File: config.mk
export PLATFORM = sky130hd
export DESIGN_NAME = clipped_rgb24_to_rgb565_blit
export DESIGN_NICKNAME = d
export VERILOG_FILES = /design/src/crgb_pkg.sv /design/src/crgb_axis_clip.sv /design/src/clipped_rgb24_to_rgb565_blit.sv
export SDC_FILE = /design/constraint.sdc
export NUM_CORES = 1
export LEC_CHECK = 0
export BUFFER_PORTS_ARGS = -buffer_cell sky130_fd_sc_hd__buf_2
export CORE_MARGIN = 2
export CORE_UTILIZATION = 56
export CTS_BUF_LIST = sky130_fd_sc_hd__clkbuf_2
export DETAILED_ROUTE_END_ITERATION = 8
export GPL_TIMING_DRIVEN = 0
export PLACE_DENSITY_LB_ADDON = 0.12
export SLEW_MARGIN = 20
export SYNTH_ARGS = -nofsm -noshare
export SYNTH_HDL_FRONTEND = slang
export SYNTH_SLANG_ARGS = --single-unit
File: constraint.sdc
create_clock -name clk -period 8.35 [get_ports clk]
set_input_delay 1.67 -clock clk [delete_from_list [all_inputs] [get_ports clk]]
set_output_delay 1.67 -clock clk [all_outputs]
set_load 0.05 [all_outputs]
File: src/crgb_pkg.sv
`default_nettype none

package crgb_pkg;

  // Framebuffer size defaults, in words.
  localparam int FB_WIDTH_DEF  = 1024;
  localparam int FB_HEIGHT_DEF = 1024;

  // Field and register widths.
  localparam int POS_W   = 12;  // signed screen placement
  localparam int SIZE_W  = 11;  // image sizes, offsets, counters
  localparam int SCR_W   = 12;  // screen coordinate, up to 2047
  localparam int DELTA_W = 13;  // screen minus source coordinate
  localparam int CLIP_W  = 15;  // signed headroom for clip arithmetic
  localparam int ADDR_W  = 20;
  localparam int PROD_W  = 24;  // exact row * width + column
  localparam int PIX_W   = 16;
  localparam int BYTE_W  = 8;
  localparam int CFG_IDX_W  = 3;
  localparam int CFG_DATA_W = 12;

  // Configuration register indexes.
  typedef enum logic [CFG_IDX_W-1:0] {
    REG_X_POSITION      = 3'd0,
    REG_Y_POSITION      = 3'd1,
    REG_IMAGE_WIDTH     = 3'd2,
    REG_IMAGE_HEIGHT    = 3'd3,
    REG_SOURCE_X_OFFSET = 3'd4,
    REG_SOURCE_Y_OFFSET = 3'd5,
    REG_DISPLAY_WIDTH   = 3'd6,
    REG_DISPLAY_HEIGHT  = 3'd7
  } cfg_reg_t;

  // Clipped window of one axis, in source coordinates.
  typedef struct packed {
    logic                      vis;    // at least one pixel visible
    logic [SCR_W-1:0]          start;  // first visible source index
    logic [SCR_W-1:0]          stop;   // last visible source index
    logic signed [DELTA_W-1:0] delta;  // screen index minus source index
  } axis_clip_t;

endpackage

`default_nettype wire

File: src/crgb_axis_clip.sv
`default_nettype none

module crgb_axis_clip
  import crgb_pkg::*;
#(
  parameter int FB_SIZE = FB_WIDTH_DEF
) (
  input  wire logic                     clk,
  input  wire logic signed [POS_W-1:0]  pos,
  input  wire logic [SIZE_W-1:0]        img,
  input  wire logic [SIZE_W-1:0]        off,
  input  wire logic [SIZE_W-1:0]        disp,
  output axis_clip_t                    clip
);

  logic signed [CLIP_W-1:0] pos_s;
  logic signed [CLIP_W-1:0] off_s;
  logic signed [CLIP_W-1:0] disp_s;
  logic signed [CLIP_W-1:0] img_s;

  logic signed [CLIP_W-1:0] off1;
  logic signed [CLIP_W-1:0] disp1;
  logic [SIZE_W-1:0]        scr1;

  logic signed [CLIP_W-1:0] rest;
  logic signed [CLIP_W-1:0] disp_fit;
  logic signed [CLIP_W-1:0] room;
  logic signed [CLIP_W-1:0] len;
  logic signed [CLIP_W-1:0] stop_full;
  logic signed [CLIP_W-1:0] delta_full;

  assign pos_s  = CLIP_W'(pos);
  assign off_s  = $signed({{(CLIP_W-SIZE_W){1'b0}}, off});
  assign disp_s = $signed({{(CLIP_W-SIZE_W){1'b0}}, disp});
  assign img_s  = $signed({{(CLIP_W-SIZE_W){1'b0}}, img});

  // First stage: a negative placement moves the source offset and
  // shrinks the window, and the window then starts at screen index zero.
  always_ff @(posedge clk) begin
    if (pos[POS_W-1]) begin
      off1  <= off_s - pos_s;
      disp1 <= disp_s + pos_s;
      scr1  <= '0;
    end else begin
      off1  <= off_s;
      disp1 <= disp_s;
      scr1  <= pos[SIZE_W-1:0];
    end
  end

  // Second stage: fall back to the rest of the image when the display size
  // is not positive or exceeds it, then cut at the framebuffer edge.
  always_comb begin
    rest       = img_s - off1;
    disp_fit   = ((disp1 <= 0) || (disp1 > rest)) ? rest : disp1;
    room       = CLIP_W'(FB_SIZE) - $signed({{(CLIP_W-SIZE_W){1'b0}}, scr1});
    len        = (room < disp_fit) ? room : disp_fit;
    stop_full  = off1 + len - CLIP_W'(1);
    delta_full = $signed({{(CLIP_W-SIZE_W){1'b0}}, scr1}) - off1;
  end

  always_ff @(posedge clk) begin
    clip.vis   <= (len > 0);
    clip.start <= off1[SCR_W-1:0];
    clip.stop  <= stop_full[SCR_W-1:0];
    clip.delta <= delta_full[DELTA_W-1:0];
  end

endmodule

`default_nettype wire

File: src/clipped_rgb24_to_rgb565_blit.sv
`default_nettype none

// Clipped blit of a 24-bit pixel stream into an RGB565 framebuffer. Source
// pixels are taken in raster order, one item per clock while in_ready is
// high, and the block counts column and row itself; every pixel that falls
// inside the clipped window gives one result with its framebuffer word
// address, packed 5-6-5 word and a flag on the last visible pixel of the
// frame. Pixels off screen give no result. An accepted item is held in the
// input register and then loaded into the result register, where its result
// becomes valid; a stalled result holds the input register and with it
// in_ready. The address is one constant multiply by the framebuffer width
// plus one add. The window is worked out from the registers by a two-stage
// clip unit, so in_ready stays low after reset and after each configuration
// write while it refreshes.

module clipped_rgb24_to_rgb565_blit
  import crgb_pkg::*;
#(
  parameter int FB_WIDTH  = FB_WIDTH_DEF,
  parameter int FB_HEIGHT = FB_HEIGHT_DEF
) (
  input  wire logic                  clk,
  input  wire logic                  rst,
  input  wire logic                  cfg_write,
  input  wire logic [CFG_IDX_W-1:0]  cfg_index,
  input  wire logic [CFG_DATA_W-1:0] cfg_data,
  input  wire logic                  in_valid,
  output logic                       in_ready,
  input  wire logic [BYTE_W-1:0]     first_byte,
  input  wire logic [BYTE_W-1:0]     second_byte,
  input  wire logic [BYTE_W-1:0]     third_byte,
  output logic                       out_valid,
  input  wire logic                  out_ready,
  output logic [ADDR_W-1:0]          fb_address,
  output logic [PIX_W-1:0]           pixel_value,
  output logic                       window_last
);

  // Configuration registers.
  logic signed [POS_W-1:0] x_position;
  logic signed [POS_W-1:0] y_position;
  logic [SIZE_W-1:0]       image_width;
  logic [SIZE_W-1:0]       image_height;
  logic [SIZE_W-1:0]       source_x_offset;
  logic [SIZE_W-1:0]       source_y_offset;
  logic [SIZE_W-1:0]       display_width;
  logic [SIZE_W-1:0]       display_height;
  logic                    settle;

  // Source position counters.
  logic [SIZE_W-1:0] source_column;
  logic [SIZE_W-1:0] source_row;
  logic [SIZE_W-1:0] source_column_next;
  logic [SIZE_W-1:0] source_row_next;

  // Input register.
  logic              s1_valid;
  logic [PIX_W-1:0]  s1_pixel;
  logic [SIZE_W-1:0] s1_col;
  logic [SIZE_W-1:0] s1_row;

  axis_clip_t clip_x;
  axis_clip_t clip_y;

  logic                      in_fire;
  logic                      s1_hit;
  logic                      s1_last;
  logic                      out_free;
  logic                      out_load;
  logic signed [DELTA_W-1:0] x_scr_full;
  logic signed [DELTA_W-1:0] y_scr_full;
  logic [PROD_W-1:0]         addr_full;

  // Register writes; the clip unit must catch up afterwards and right after reset.
  always_ff @(posedge clk) begin
    if (rst) begin
      x_position      <= '0;
      y_position      <= '0;
      image_width     <= '0;
      image_height    <= '0;
      source_x_offset <= '0;
      source_y_offset <= '0;
      display_width   <= '0;
      display_height  <= '0;
      settle          <= 1'b1;
    end else begin
      settle <= cfg_write;
      if (cfg_write) begin
        unique case (cfg_reg_t'(cfg_index))
          REG_X_POSITION:      x_position      <= $signed(cfg_data[POS_W-1:0]);
          REG_Y_POSITION:      y_position      <= $signed(cfg_data[POS_W-1:0]);
          REG_IMAGE_WIDTH:     image_width     <= cfg_data[SIZE_W-1:0];
          REG_IMAGE_HEIGHT:    image_height    <= cfg_data[SIZE_W-1:0];
          REG_SOURCE_X_OFFSET: source_x_offset <= cfg_data[SIZE_W-1:0];
          REG_SOURCE_Y_OFFSET: source_y_offset <= cfg_data[SIZE_W-1:0];
          REG_DISPLAY_WIDTH:   display_width   <= cfg_data[SIZE_W-1:0];
          REG_DISPLAY_HEIGHT:  display_height  <= cfg_data[SIZE_W-1:0];
          default: ;
        endcase
      end
    end
  end

  crgb_axis_clip #(.FB_SIZE(FB_WIDTH)) u_clip_x (
    .clk  (clk),
    .pos  (x_position),
    .img  (image_width),
    .off  (source_x_offset),
    .disp (display_width),
    .clip (clip_x)
  );

  crgb_axis_clip #(.FB_SIZE(FB_HEIGHT)) u_clip_y (
    .clk  (clk),
    .pos  (y_position),
    .img  (image_height),
    .off  (source_y_offset),
    .disp (display_height),
    .clip (clip_y)
  );

  // Window test and address for the item in the input register.
  always_comb begin
    s1_hit = clip_x.vis && clip_y.vis &&
             ({1'b0, s1_col} >= clip_x.start) && ({1'b0, s1_col} <= clip_x.stop) &&
             ({1'b0, s1_row} >= clip_y.start) && ({1'b0, s1_row} <= clip_y.stop);
    s1_last    = ({1'b0, s1_col} == clip_x.stop) && ({1'b0, s1_row} == clip_y.stop);
    x_scr_full = $signed({{(DELTA_W-SIZE_W){1'b0}}, s1_col}) + clip_x.delta;
    y_scr_full = $signed({{(DELTA_W-SIZE_W){1'b0}}, s1_row}) + clip_y.delta;
    addr_full  = PROD_W'(y_scr_full[SCR_W-1:0]) * PROD_W'(FB_WIDTH) +
                 PROD_W'(x_scr_full[SCR_W-1:0]);
  end

  // Handshake: the input register drains when its item gives no result
  // or when the result register can take it.
  assign out_free = !out_valid || out_ready;
  assign out_load = s1_valid && s1_hit && out_free;
  assign in_ready = !settle && (!s1_valid || !s1_hit || out_free);
  assign in_fire  = in_valid && in_ready;

  // Raster counters with wrap at the image edges.
  always_comb begin
    source_column_next = source_column;
    source_row_next    = source_row;
    if ({1'b0, source_column} + 12'd1 >= {1'b0, image_width}) begin
      source_column_next = '0;
      if ({1'b0, source_row} + 12'd1 >= {1'b0, image_height}) begin
        source_row_next = '0;
      end else begin
        source_row_next = source_row + SIZE_W'(1);
      end
    end else begin
      source_column_next = source_column + SIZE_W'(1);
    end
  end

  always_ff @(posedge clk) begin
    if (rst) begin
      source_column <= '0;
      source_row    <= '0;
      s1_valid      <= 1'b0;
    end else begin
      if (in_fire) begin
        source_column <= source_column_next;
        source_row    <= source_row_next;
      end
      if (in_fire) begin
        s1_valid <= 1'b1;
      end else if (!s1_hit || out_free) begin
        s1_valid <= 1'b0;
      end
    end
  end

  // Input payload: the 5-6-5 packing is pure wiring.
  always_ff @(posedge clk) begin
    if (in_fire) begin
      s1_pixel <= {third_byte[7:3], second_byte[7:2], first_byte[7:3]};
      s1_col   <= source_column;
      s1_row   <= source_row;
    end
  end

  // Result register.
  always_ff @(posedge clk) begin
    if (rst) begin
      out_valid <= 1'b0;
    end else if (out_load) begin
      out_valid <= 1'b1;
    end else if (out_ready) begin
      out_valid <= 1'b0;
    end
  end

  always_ff @(posedge clk) begin
    if (out_load) begin
      fb_address  <= addr_full[ADDR_W-1:0];
      pixel_value <= s1_pixel;
      window_last <= s1_last;
    end
  end

`ifndef SYNTHESIS
  // No item is taken while the clip unit refreshes after a write.
  assert property (@(posedge clk) disable iff (rst) cfg_write |=> !in_ready)
    else $error("item accepted right after a configuration write");

  // A result is only loaded while both clipped axes have a visible pixel.
  assert property (@(posedge clk) disable iff (rst)
    out_load |-> (clip_x.vis && clip_y.vis))
    else $error("result loaded with an empty window");

  // A new result always comes from a hit in the input register.
  assert property (@(posedge clk) disable iff (rst)
    $rose(out_valid) |-> $past(s1_valid && s1_hit))
    else $error("result appeared without a visible source pixel");

  // The column wraps at the end of an image line.
  assert property (@(posedge clk) disable iff (rst)
    (in_fire && ({1'b0, source_column} + 12'd1 >= {1'b0, image_width}))
      |=> (source_column == '0))
    else $error("source column did not wrap");
`endif

endmodule

`default_nettype wire

==> results of run 1 <==
==> cell usage in the layout, fill, tap and decap left out, types with 11 or more instances in the layout <==
cell type	count
sky130_fd_sc_hd__a21o_1	105
sky130_fd_sc_hd__a21oi_1	196
sky130_fd_sc_hd__a21oi_2	13
sky130_fd_sc_hd__and3_1	23
sky130_fd_sc_hd__buf_2	64
sky130_fd_sc_hd__buf_4	52
sky130_fd_sc_hd__clkbuf_1	51
sky130_fd_sc_hd__clkbuf_2	142
sky130_fd_sc_hd__clkinv_1	11
sky130_fd_sc_hd__dfxtp_1	254
sky130_fd_sc_hd__edfxtp_1	75
sky130_fd_sc_hd__ha_1	241
sky130_fd_sc_hd__inv_1	237
sky130_fd_sc_hd__mux2_2	43
sky130_fd_sc_hd__mux2i_1	20
sky130_fd_sc_hd__nand2_1	239
sky130_fd_sc_hd__nand2b_1	36
sky130_fd_sc_hd__nand3_1	38
sky130_fd_sc_hd__nand4_1	25
sky130_fd_sc_hd__nor2_1	113
sky130_fd_sc_hd__nor2b_1	31
sky130_fd_sc_hd__nor3_1	42
sky130_fd_sc_hd__nor4_1	15
sky130_fd_sc_hd__o211ai_1	12
sky130_fd_sc_hd__o21a_1	17
sky130_fd_sc_hd__o21ai_0	40
sky130_fd_sc_hd__o21bai_1	31
sky130_fd_sc_hd__o31ai_1	11
sky130_fd_sc_hd__xnor2_1	89
sky130_fd_sc_hd__xor2_1	70
==> final timing paths <==
path	start	end	slack, ps	cells past startpoint
worst max-delay path	image_height[0]	u_clip_y.clip[24]	-550	47
worst min-delay path	u_clip_y.off1[6]	u_clip_y.clip[31]	310	0
worst max register to register	image_height[0]	u_clip_y.clip[24]	-550	47
worst min register to register	u_clip_y.off1[6]	u_clip_y.clip[31]	310	0
==> layout make-up <==
type | count | area (um2)
Tap cell | 468 | 586
Clock inverter | 19 | 144
Buffer | 75 | 345
Sequential cell | 336 | 7490
Multi-Input combinational cell | 1681 | 12900
Fill cell | 3175 | 12900
Antenna cell | 3 | 7.51
Clock buffer | 132 | 661
Timing Repair Buffer | 114 | 776
Inverter | 247 | 937
==> what timing repair did <==
action,in CTS,in global routing
endpoints found under the setup margin,11,8
buffers inserted,24,27
resized for setup,72,69
pin swaps,46,65
cloned,0,1
==> power breakdown <==
part           switching, uW  internal (uW)
Clock                    680            482
Combinational           1220           1040
Sequential              55.8           1800
==> kinds of logic (layout without fill, tap and decap cells) <==
logic type               Yosys count  after routing  synth area share [%]
AO/OA/AOI/OAI                    531            531                  16.5
XOR/XNOR                         168            168                  7.11
adder cells (fa/ha/maj)          269            269                  16.4
buffers and inverters            323            587                  5.98
flip-flops                       336            336                  35.6
multiplexers                      70             70                  3.66
other                              1              5                0.0179
AND/OR/NAND/NOR                  641            641                  14.7
==> metrics by stage <==
| step | cells | utilization, % |
|---|---|---|
| 2_1_floorplan | 2340 | - |
| 3_3_place_gp | 2868 | 59.6 |
| 3_5_place_dp | 2870 | 59.8 |
| 4_1_cts | 3045 | 63.3 |
| 5_1_grt | 3075 | 64.8 |
| 6_report | 3075 | 64.8 |
==> flip-flops by register name (all words and copies together), names as in the netlist, 11 cells and up <==
signal	cells
u_clip_x.clip	37
u_clip_y.clip	35
fb_address	20
pixel_value	16
s1_pixel	16
u_clip_x.disp1	13
u_clip_x.off1	13
u_clip_y.disp1	13
u_clip_y.off1	13
x_position	12
y_position	12
display_height	11
display_width	11
image_height	11
image_width	11
s1_col	11
s1_row	11
source_column	11
source_row	11
source_x_offset	11
source_y_offset	11
u_clip_x.scr1	11
u_clip_y.scr1	11
==> worst max-delay path: cells and delay by family, from the launching register on <==
kind | cells | cell delay [ps]
AND/OR/NAND/NOR | 12 | 2150
AO/OA/AOI/OAI | 16 | 2670
buffers and inverters | 7 | 460
multiplexers | 1 | 240
XOR/XNOR | 2 | 320
adder cells (fa/ha/maj) | 9 | 2590
flip-flops | 1 | 360
==> layer usage <==
| metal | vias to the layer above | track usage [%] | part of all wire (%) |
|---|---|---|---|
| met5 | - | 0 | 0 |
| met4 | 0 | 8.16 | 2.0 |
| met3 | 72 | 6.47 | 7.1 |
| met2 | 595 | 43.8 | 43 |
| met1 | 8252 | 42.6 | 48 |
| li1 | 8606 | - | - |
==> flow_results.xml, run 1 <==
<?xml version="1.0" encoding="UTF-8"?>
<metrics>
  <group name="worst_setup_path">
    <metric name="kind_of_critical_path" unit="">flop to flop</metric>
    <metric name="startpoint_type" unit="">flop</metric>
    <metric name="critical_path_arrival" unit="ps">9810</metric>
    <metric name="timing.critical_path.to_type" unit="">flop</metric>
    <metric name="critical_path.max_fanout" unit="">8</metric>
    <metric name="required" unit="ps">9260</metric>
    <metric name="timing.critical_path.slowest_cell_delay" unit="ps">410</metric>
    <metric name="cpMostUsedCell" unit="">sky130_fd_sc_hd__inv_2</metric>
    <metric name="critPathSlowestCell" unit="">sky130_fd_sc_hd__fa_2</metric>
  </group>
  <group name="clocking">
    <metric name="htree_levels" unit="">3</metric>
    <metric name="cts.path.max_buffers" unit="">3</metric>
    <metric name="worst_skew_pair.late_latency" unit="ps">1040</metric>
    <metric name="tritoncts_num_sinks" unit="">336</metric>
    <metric name="cts_tree" unit="">yes</metric>
    <metric name="cts_inserted_buffers" unit="">87</metric>
    <metric name="clkSlewWorstSetupHoldPaths" unit="ps">130</metric>
    <metric name="cell_at_the_root_of_the_clock_tree" unit="">sky130_fd_sc_hd__clkbuf_2</metric>
    <metric name="ctsHoldBuffers" unit="">0</metric>
  </group>
  <group name="power">
    <metric name="total_power" unit="uW">5280</metric>
    <metric name="static-leakage-power" unit="uW">0.0106</metric>
    <metric name="max-vdd-ir-drop" unit="mV">0.133</metric>
    <metric name="power_density" unit="nW/um2">221</metric>
  </group>
  <group name="logic_synthesis">
    <metric name="synth.yosys.warnings" unit="">0</metric>
    <metric name="netlist_top_cells_area" unit="">sky130_fd_sc_hd__dfxtp_1 25%, sky130_fd_sc_hd__ha_1 15%, sky130_fd_sc_hd__edfxtp_1 11%</metric>
    <metric name="synth_seq_area_share" unit="%">35.6</metric>
    <metric name="yosys_register_bits" unit="">336</metric>
    <metric name="ys.flop_type" unit="">sky130_fd_sc_hd__dfxtp_1</metric>
    <metric name="ys_types" unit="">90</metric>
    <metric name="post_synth.cell_area_avg" unit="um2">8.98</metric>
    <metric name="post_synthesis_cell_area" unit="um2">21000</metric>
    <metric name="synth_edf_count" unit="">75</metric>
    <metric name="synth_top_area_share" unit="%">24.9</metric>
    <metric name="synth_largest_area_cell" unit="">sky130_fd_sc_hd__dfxtp_1</metric>
    <metric name="netlist_top_cells_count" unit="">261 x sky130_fd_sc_hd__dfxtp_1, 252 x sky130_fd_sc_hd__ha_1, 247 x sky130_fd_sc_hd__inv_1</metric>
    <metric name="synth_async_sr_flop_share" unit="%">0</metric>
    <metric name="cell_with_the_most_instances_after_synthesis" unit="">sky130_fd_sc_hd__dfxtp_1</metric>
    <metric name="netlist_instances" unit="">2339</metric>
  </group>
  <group name="global_routing">
    <metric name="grt.total_usage" unit="%">29.4</metric>
    <metric name="grt_antenna_before_repair" unit="">2</metric>
    <metric name="grt_start_max_net_pins" unit="">24</metric>
    <metric name="gr-total-overflow" unit="">0</metric>
    <metric name="vias_in_the_first_global_route" unit="">16800</metric>
    <metric name="grt_pass1_wl" unit="um">89300</metric>
  </group>
  <group name="timing">
    <metric name="fin_worst_skew" unit="ps">86.4</metric>
    <metric name="tightestPinTransition" unit="ps">924</metric>
    <metric name="fmaxAchievable" unit="MHz">112</metric>
    <metric name="period_needed" unit="ps">8900</metric>
    <metric name="drv_slew" unit="">0</metric>
    <metric name="timing.final.ws_setup" unit="ps">-552</metric>
    <metric name="totalNegativeSetupSlack" unit="ps">-552</metric>
    <metric name="relSlewSlack" unit="%">38.1</metric>
    <metric name="hold_violations" unit="">0</metric>
    <metric name="finalHoldWorstSlack" unit="ps">315</metric>
    <metric name="period_share" unit="%">107</metric>
    <metric name="setup_viol" unit="">1</metric>
    <metric name="rsz0062_at_grt" unit="">yes</metric>
  </group>
  <group name="finish">
    <metric name="final_design_area_no_fill" unit="um2">23800</metric>
    <metric name="synthToLayoutAreaGrowth" unit="%">13.5</metric>
    <metric name="layout.nets" unit="">2851</metric>
    <metric name="drive_gt1_share" unit="%">17.3</metric>
  </group>
  <group name="routing">
    <metric name="drt-initial-drc-count" unit="">1247</metric>
    <metric name="remaining_drc_errors" unit="">0</metric>
    <metric name="wl_per_instance" unit="um">18.6</metric>
    <metric name="wirelength" unit="um">57100</metric>
    <metric name="drt_pre_antenna_iters" unit="">7</metric>
    <metric name="via_per_inst" unit="">5.70</metric>
    <metric name="route.vias.total" unit="">17500</metric>
    <metric name="ant_nets" unit="">0</metric>
  </group>
  <group name="placement">
    <metric name="pre_cts_ws" unit="ps">-1950</metric>
    <metric name="globalplace.congestion" unit="">0.901</metric>
    <metric name="io_buffer_count" unit="">60</metric>
    <metric name="place_hpwl" unit="um">44400</metric>
    <metric name="dpl_cell_area" unit="um2">22000</metric>
  </group>
  <group name="floorplanning">
    <metric name="floorplan.die_area" unit="um2">39100</metric>
    <metric name="floorplan.io_pins" unit="">83</metric>
    <metric name="initial_utilization" unit="%">57.1</metric>
    <metric name="rows" unit="">70</metric>
    <metric name="core_area" unit="um2">36800</metric>
    <metric name="die_height" unit="um">198</metric>
    <metric name="die_width" unit="um">198</metric>
  </group>
  <group name="hold_path">
    <metric name="min_path_type" unit="">flop to flop</metric>
  </group>
  <group name="outcome">
    <metric name="status" unit="">complete, but fails checks</metric>
    <metric name="violations" unit="">setup timing</metric>
  </group>
  <group name="flow_run">
    <metric name="max-cap-violations" unit="">0</metric>
  </group>
</metrics>
(Power assumes the default switching activity.)
==> run 2: changes to the inputs <==
RECOVER_POWER = 50   (was unset)
==> flow_results.xml, run 2 (same netlist as run 1, synthesis figures left out) <==
<?xml version="1.0" encoding="UTF-8"?>
<metrics>
  <group name="floorplanning">
    <metric name="initial_utilization" unit="%">57.1</metric>
    <metric name="die_width" unit="um">198</metric>
    <metric name="floorplan.die_area" unit="um2">39100</metric>
    <metric name="die_height" unit="um">198</metric>
    <metric name="floorplan.io_pins" unit="">83</metric>
    <metric name="core_area" unit="um2">36800</metric>
    <metric name="rows" unit="">70</metric>
  </group>
  <group name="global_routing">
    <metric name="gr-total-overflow" unit="">0</metric>
    <metric name="vias_in_the_first_global_route" unit="">16800</metric>
    <metric name="grt.total_usage" unit="%">29.4</metric>
    <metric name="grt_antenna_before_repair" unit="">2</metric>
    <metric name="grt_start_max_net_pins" unit="">24</metric>
    <metric name="grt_pass1_wl" unit="um">89300</metric>
  </group>
  <group name="routing">
    <metric name="wl_per_instance" unit="um">18.6</metric>
    <metric name="remaining_drc_errors" unit="">0</metric>
    <metric name="ant_nets" unit="">0</metric>
    <metric name="drt_pre_antenna_iters" unit="">8</metric>
    <metric name="route.vias.total" unit="">17500</metric>
    <metric name="via_per_inst" unit="">5.70</metric>
    <metric name="wirelength" unit="um">57200</metric>
    <metric name="drt-initial-drc-count" unit="">1244</metric>
  </group>
  <group name="worst_setup_path">
    <metric name="critPathSlowestCell" unit="">sky130_fd_sc_hd__nor4_2</metric>
    <metric name="endpoint_of_the_most_critical_register_to_register_path" unit="">u_clip_y.clip[24]</metric>
    <metric name="critical_path.max_fanout" unit="">8</metric>
    <metric name="cpMostUsedCell" unit="">sky130_fd_sc_hd__inv_2</metric>
    <metric name="ff2ff_path_depth" unit="">47</metric>
    <metric name="required" unit="ps">9250</metric>
    <metric name="timing.critical_path.slowest_cell_delay" unit="ps">400</metric>
    <metric name="r2r_setup_slack" unit="ps">-540</metric>
    <metric name="critical_path_arrival" unit="ps">9790</metric>
    <metric name="timing.critical_path.to_type" unit="">flop</metric>
    <metric name="regToRegStartpoint" unit="">u_clip_y.off1[1]</metric>
    <metric name="startpoint_type" unit="">flop</metric>
    <metric name="kind_of_critical_path" unit="">flop to flop</metric>
  </group>
  <group name="power">
    <metric name="comb_power_share" unit="%">42.8</metric>
    <metric name="netSwitchingPower" unit="uW">1960</metric>
    <metric name="relative_contribution_of_the_clock_network_to_total_power" unit="%">22.0</metric>
    <metric name="static-leakage-power" unit="uW">0.0106</metric>
    <metric name="total_power" unit="uW">5280</metric>
    <metric name="power_internal" unit="uW">3320</metric>
    <metric name="portion_of_total_power_attributed_to_sequential_cells" unit="%">35.2</metric>
    <metric name="power.share.switching" unit="%">37.1</metric>
    <metric name="max-vdd-ir-drop" unit="mV">0.133</metric>
    <metric name="power_density" unit="nW/um2">221</metric>
  </group>
  <group name="clocking">
    <metric name="tritoncts_num_sinks" unit="">336</metric>
    <metric name="cts.path.max_buffers" unit="">3</metric>
    <metric name="cts_tree" unit="">yes</metric>
    <metric name="clkSlewWorstSetupHoldPaths" unit="ps">110</metric>
    <metric name="htree_levels" unit="">3</metric>
    <metric name="cts_inserted_buffers" unit="">87</metric>
    <metric name="cell_at_the_root_of_the_clock_tree" unit="">sky130_fd_sc_hd__clkbuf_2</metric>
    <metric name="worst_skew_pair.late_latency" unit="ps">1030</metric>
  </group>
  <group name="timing">
    <metric name="timing.final.ws_setup" unit="ps">-543</metric>
    <metric name="fin_worst_skew" unit="ps">83.9</metric>
    <metric name="relSlewSlack" unit="%">39.1</metric>
    <metric name="setup_viol" unit="">2</metric>
    <metric name="period_share" unit="%">106</metric>
    <metric name="tightestPinTransition" unit="ps">911</metric>
    <metric name="drv_slew" unit="">0</metric>
    <metric name="fmaxAchievable" unit="MHz">112</metric>
    <metric name="hold_violations" unit="">0</metric>
    <metric name="period_needed" unit="ps">8890</metric>
    <metric name="rsz0062_at_grt" unit="">yes</metric>
  </group>
  <group name="finish">
    <metric name="drive_gt1_share" unit="%">17.1</metric>
    <metric name="largest_register_ffs" unit="">37</metric>
    <metric name="reg.largest.list" unit="">u_clip_x.clip x37, u_clip_y.clip x35, fb_address x20</metric>
    <metric name="mostFrequentLayoutCell" unit="">sky130_fd_sc_hd__dfxtp_1</metric>
    <metric name="most-common-layout-cells" unit="">256 x sky130_fd_sc_hd__dfxtp_1, 241 x sky130_fd_sc_hd__ha_1, 239 x sky130_fd_sc_hd__nand2_1</metric>
    <metric name="layout.nets" unit="">2851</metric>
    <metric name="fillers" unit="">3179</metric>
    <metric name="max_flop_register" unit="">u_clip_x.clip</metric>
    <metric name="area_of_the_multi_input_gates" unit="um2">12900</metric>
    <metric name="synthToLayoutAreaGrowth" unit="%">13.5</metric>
    <metric name="regArea" unit="um2">7490</metric>
    <metric name="finish.cell_count_without_fillers" unit="">3075</metric>
  </group>
  <group name="outcome">
    <metric name="status" unit="">complete, but fails checks</metric>
    <metric name="violations" unit="">setup timing</metric>
  </group>
  <group name="placement">
    <metric name="io_buffer_count" unit="">60</metric>
    <metric name="pre_cts_ws" unit="ps">-1950</metric>
    <metric name="globalplace.congestion" unit="">0.901</metric>
    <metric name="place_hpwl" unit="um">44400</metric>
    <metric name="placedCellCount" unit="">2870</metric>
  </group>
  <group name="hold_path">
    <metric name="min_path_cells" unit="">0</metric>
    <metric name="worstHoldEndpoint" unit="">u_clip_y.clip[31]</metric>
    <metric name="min_path_type" unit="">flop to flop</metric>
    <metric name="hold_path.startpoint" unit="">u_clip_y.off1[6]</metric>
  </group>
  <group name="flow_run">
    <metric name="max-cap-violations" unit="">0</metric>
  </group>
</metrics>
-- run 2: cell count changes in the layout (fill, tap and decap cells not counted), sizes merged --
cell	change
buf	-2
clkbuf	+2
-- run 2: how the worst max path moves through the flow --
stage / startpoint / endpoint / slack, ps / cells after the start
2_1_floorplan: u_clip_y.off1[0] / u_clip_y.clip[24] / 40 / 44
3_3_place_gp: u_clip_y.off1[1] / u_clip_y.clip[24] / -1820 / 45
3_5_place_dp: u_clip_y.off1[1] / u_clip_y.clip[24] / -1950 / 45
4_1_cts: image_height[0] / u_clip_y.clip[24] / -490 / 47
5_1_grt: u_clip_y.off1[1] / u_clip_y.clip[24] / -880 / 47
6_report: u_clip_y.off1[1] / u_clip_y.clip[24] / -540 / 47
-- run 2: area by class of cell --
type | instances | share of cell area, %
multi-input cells | 1681 | 54.1
diodes | 3 | 0.0315
repair buffers | 114 | 3.25
well taps | 468 | 2.46
clock inverters | 19 | 0.604
flip-flops and latches | 336 | 31.4
clock buffers | 132 | 2.77
plain buffers | 75 | 1.45
inverters | 247 | 3.92
-- run 2: layer usage --
| layer | vias up | share of wire (%) | global-route usage (%) |
|---|---|---|---|
| li1 | 8608 | - | - |
| met1 | 8244 | 48 | 42.6 |
| met2 | 589 | 43 | 43.8 |
| met3 | 72 | 7.5 | 6.47 |
| met4 | 0 | 2.0 | 8.16 |
| met5 | - | 0 | 0 |
-- run 2: critical path: cells and delay by family, from the launching register on --
| family | cells | cell delay (ps) |
|---|---|---|
| mux | 1 | 240 |
| fa+ha+maj | 8 | 2250 |
| xor+xnor | 3 | 510 |
| compound gates | 17 | 2480 |
| flops | 1 | 380 |
| simple gates | 12 | 2440 |
| buf+inv | 6 | 440 |
-- run 2: stage by stage --
stage | area, um2 | TNS [ps] | hold WS (ps) | utilization (%)
floorplan | 21000 | 0 | 331 | -
global placement | 21900 | -5220 | 342 | 59.6
detailed placement | 22000 | -6050 | 337 | 59.8
CTS | 23300 | -485 | 290 | 63.3
global route | 23800 | -1810 | 308 | 64.8
finish | 23800 | -560 | 318 | 64.8
-- run 2: timing repair --
action,in CTS,in global routing
setup buffers,24,27
pin swaps,46,65
endpoints found under the setup margin,11,8
hold buffers,0,0
gates cloned,0,1
resized for setup,72,69
-- run 2: power by group through the flow --
stage               registers (uW)  clock network (uW)  logic (uW)
global route                  1870                1270        2490
CTS                           1860                1190        2040
finish                        1860                1160        2260
detailed placement            1900                   0        1860
global placement              1890                   0        1810
floorplan                     1880                   0        1440
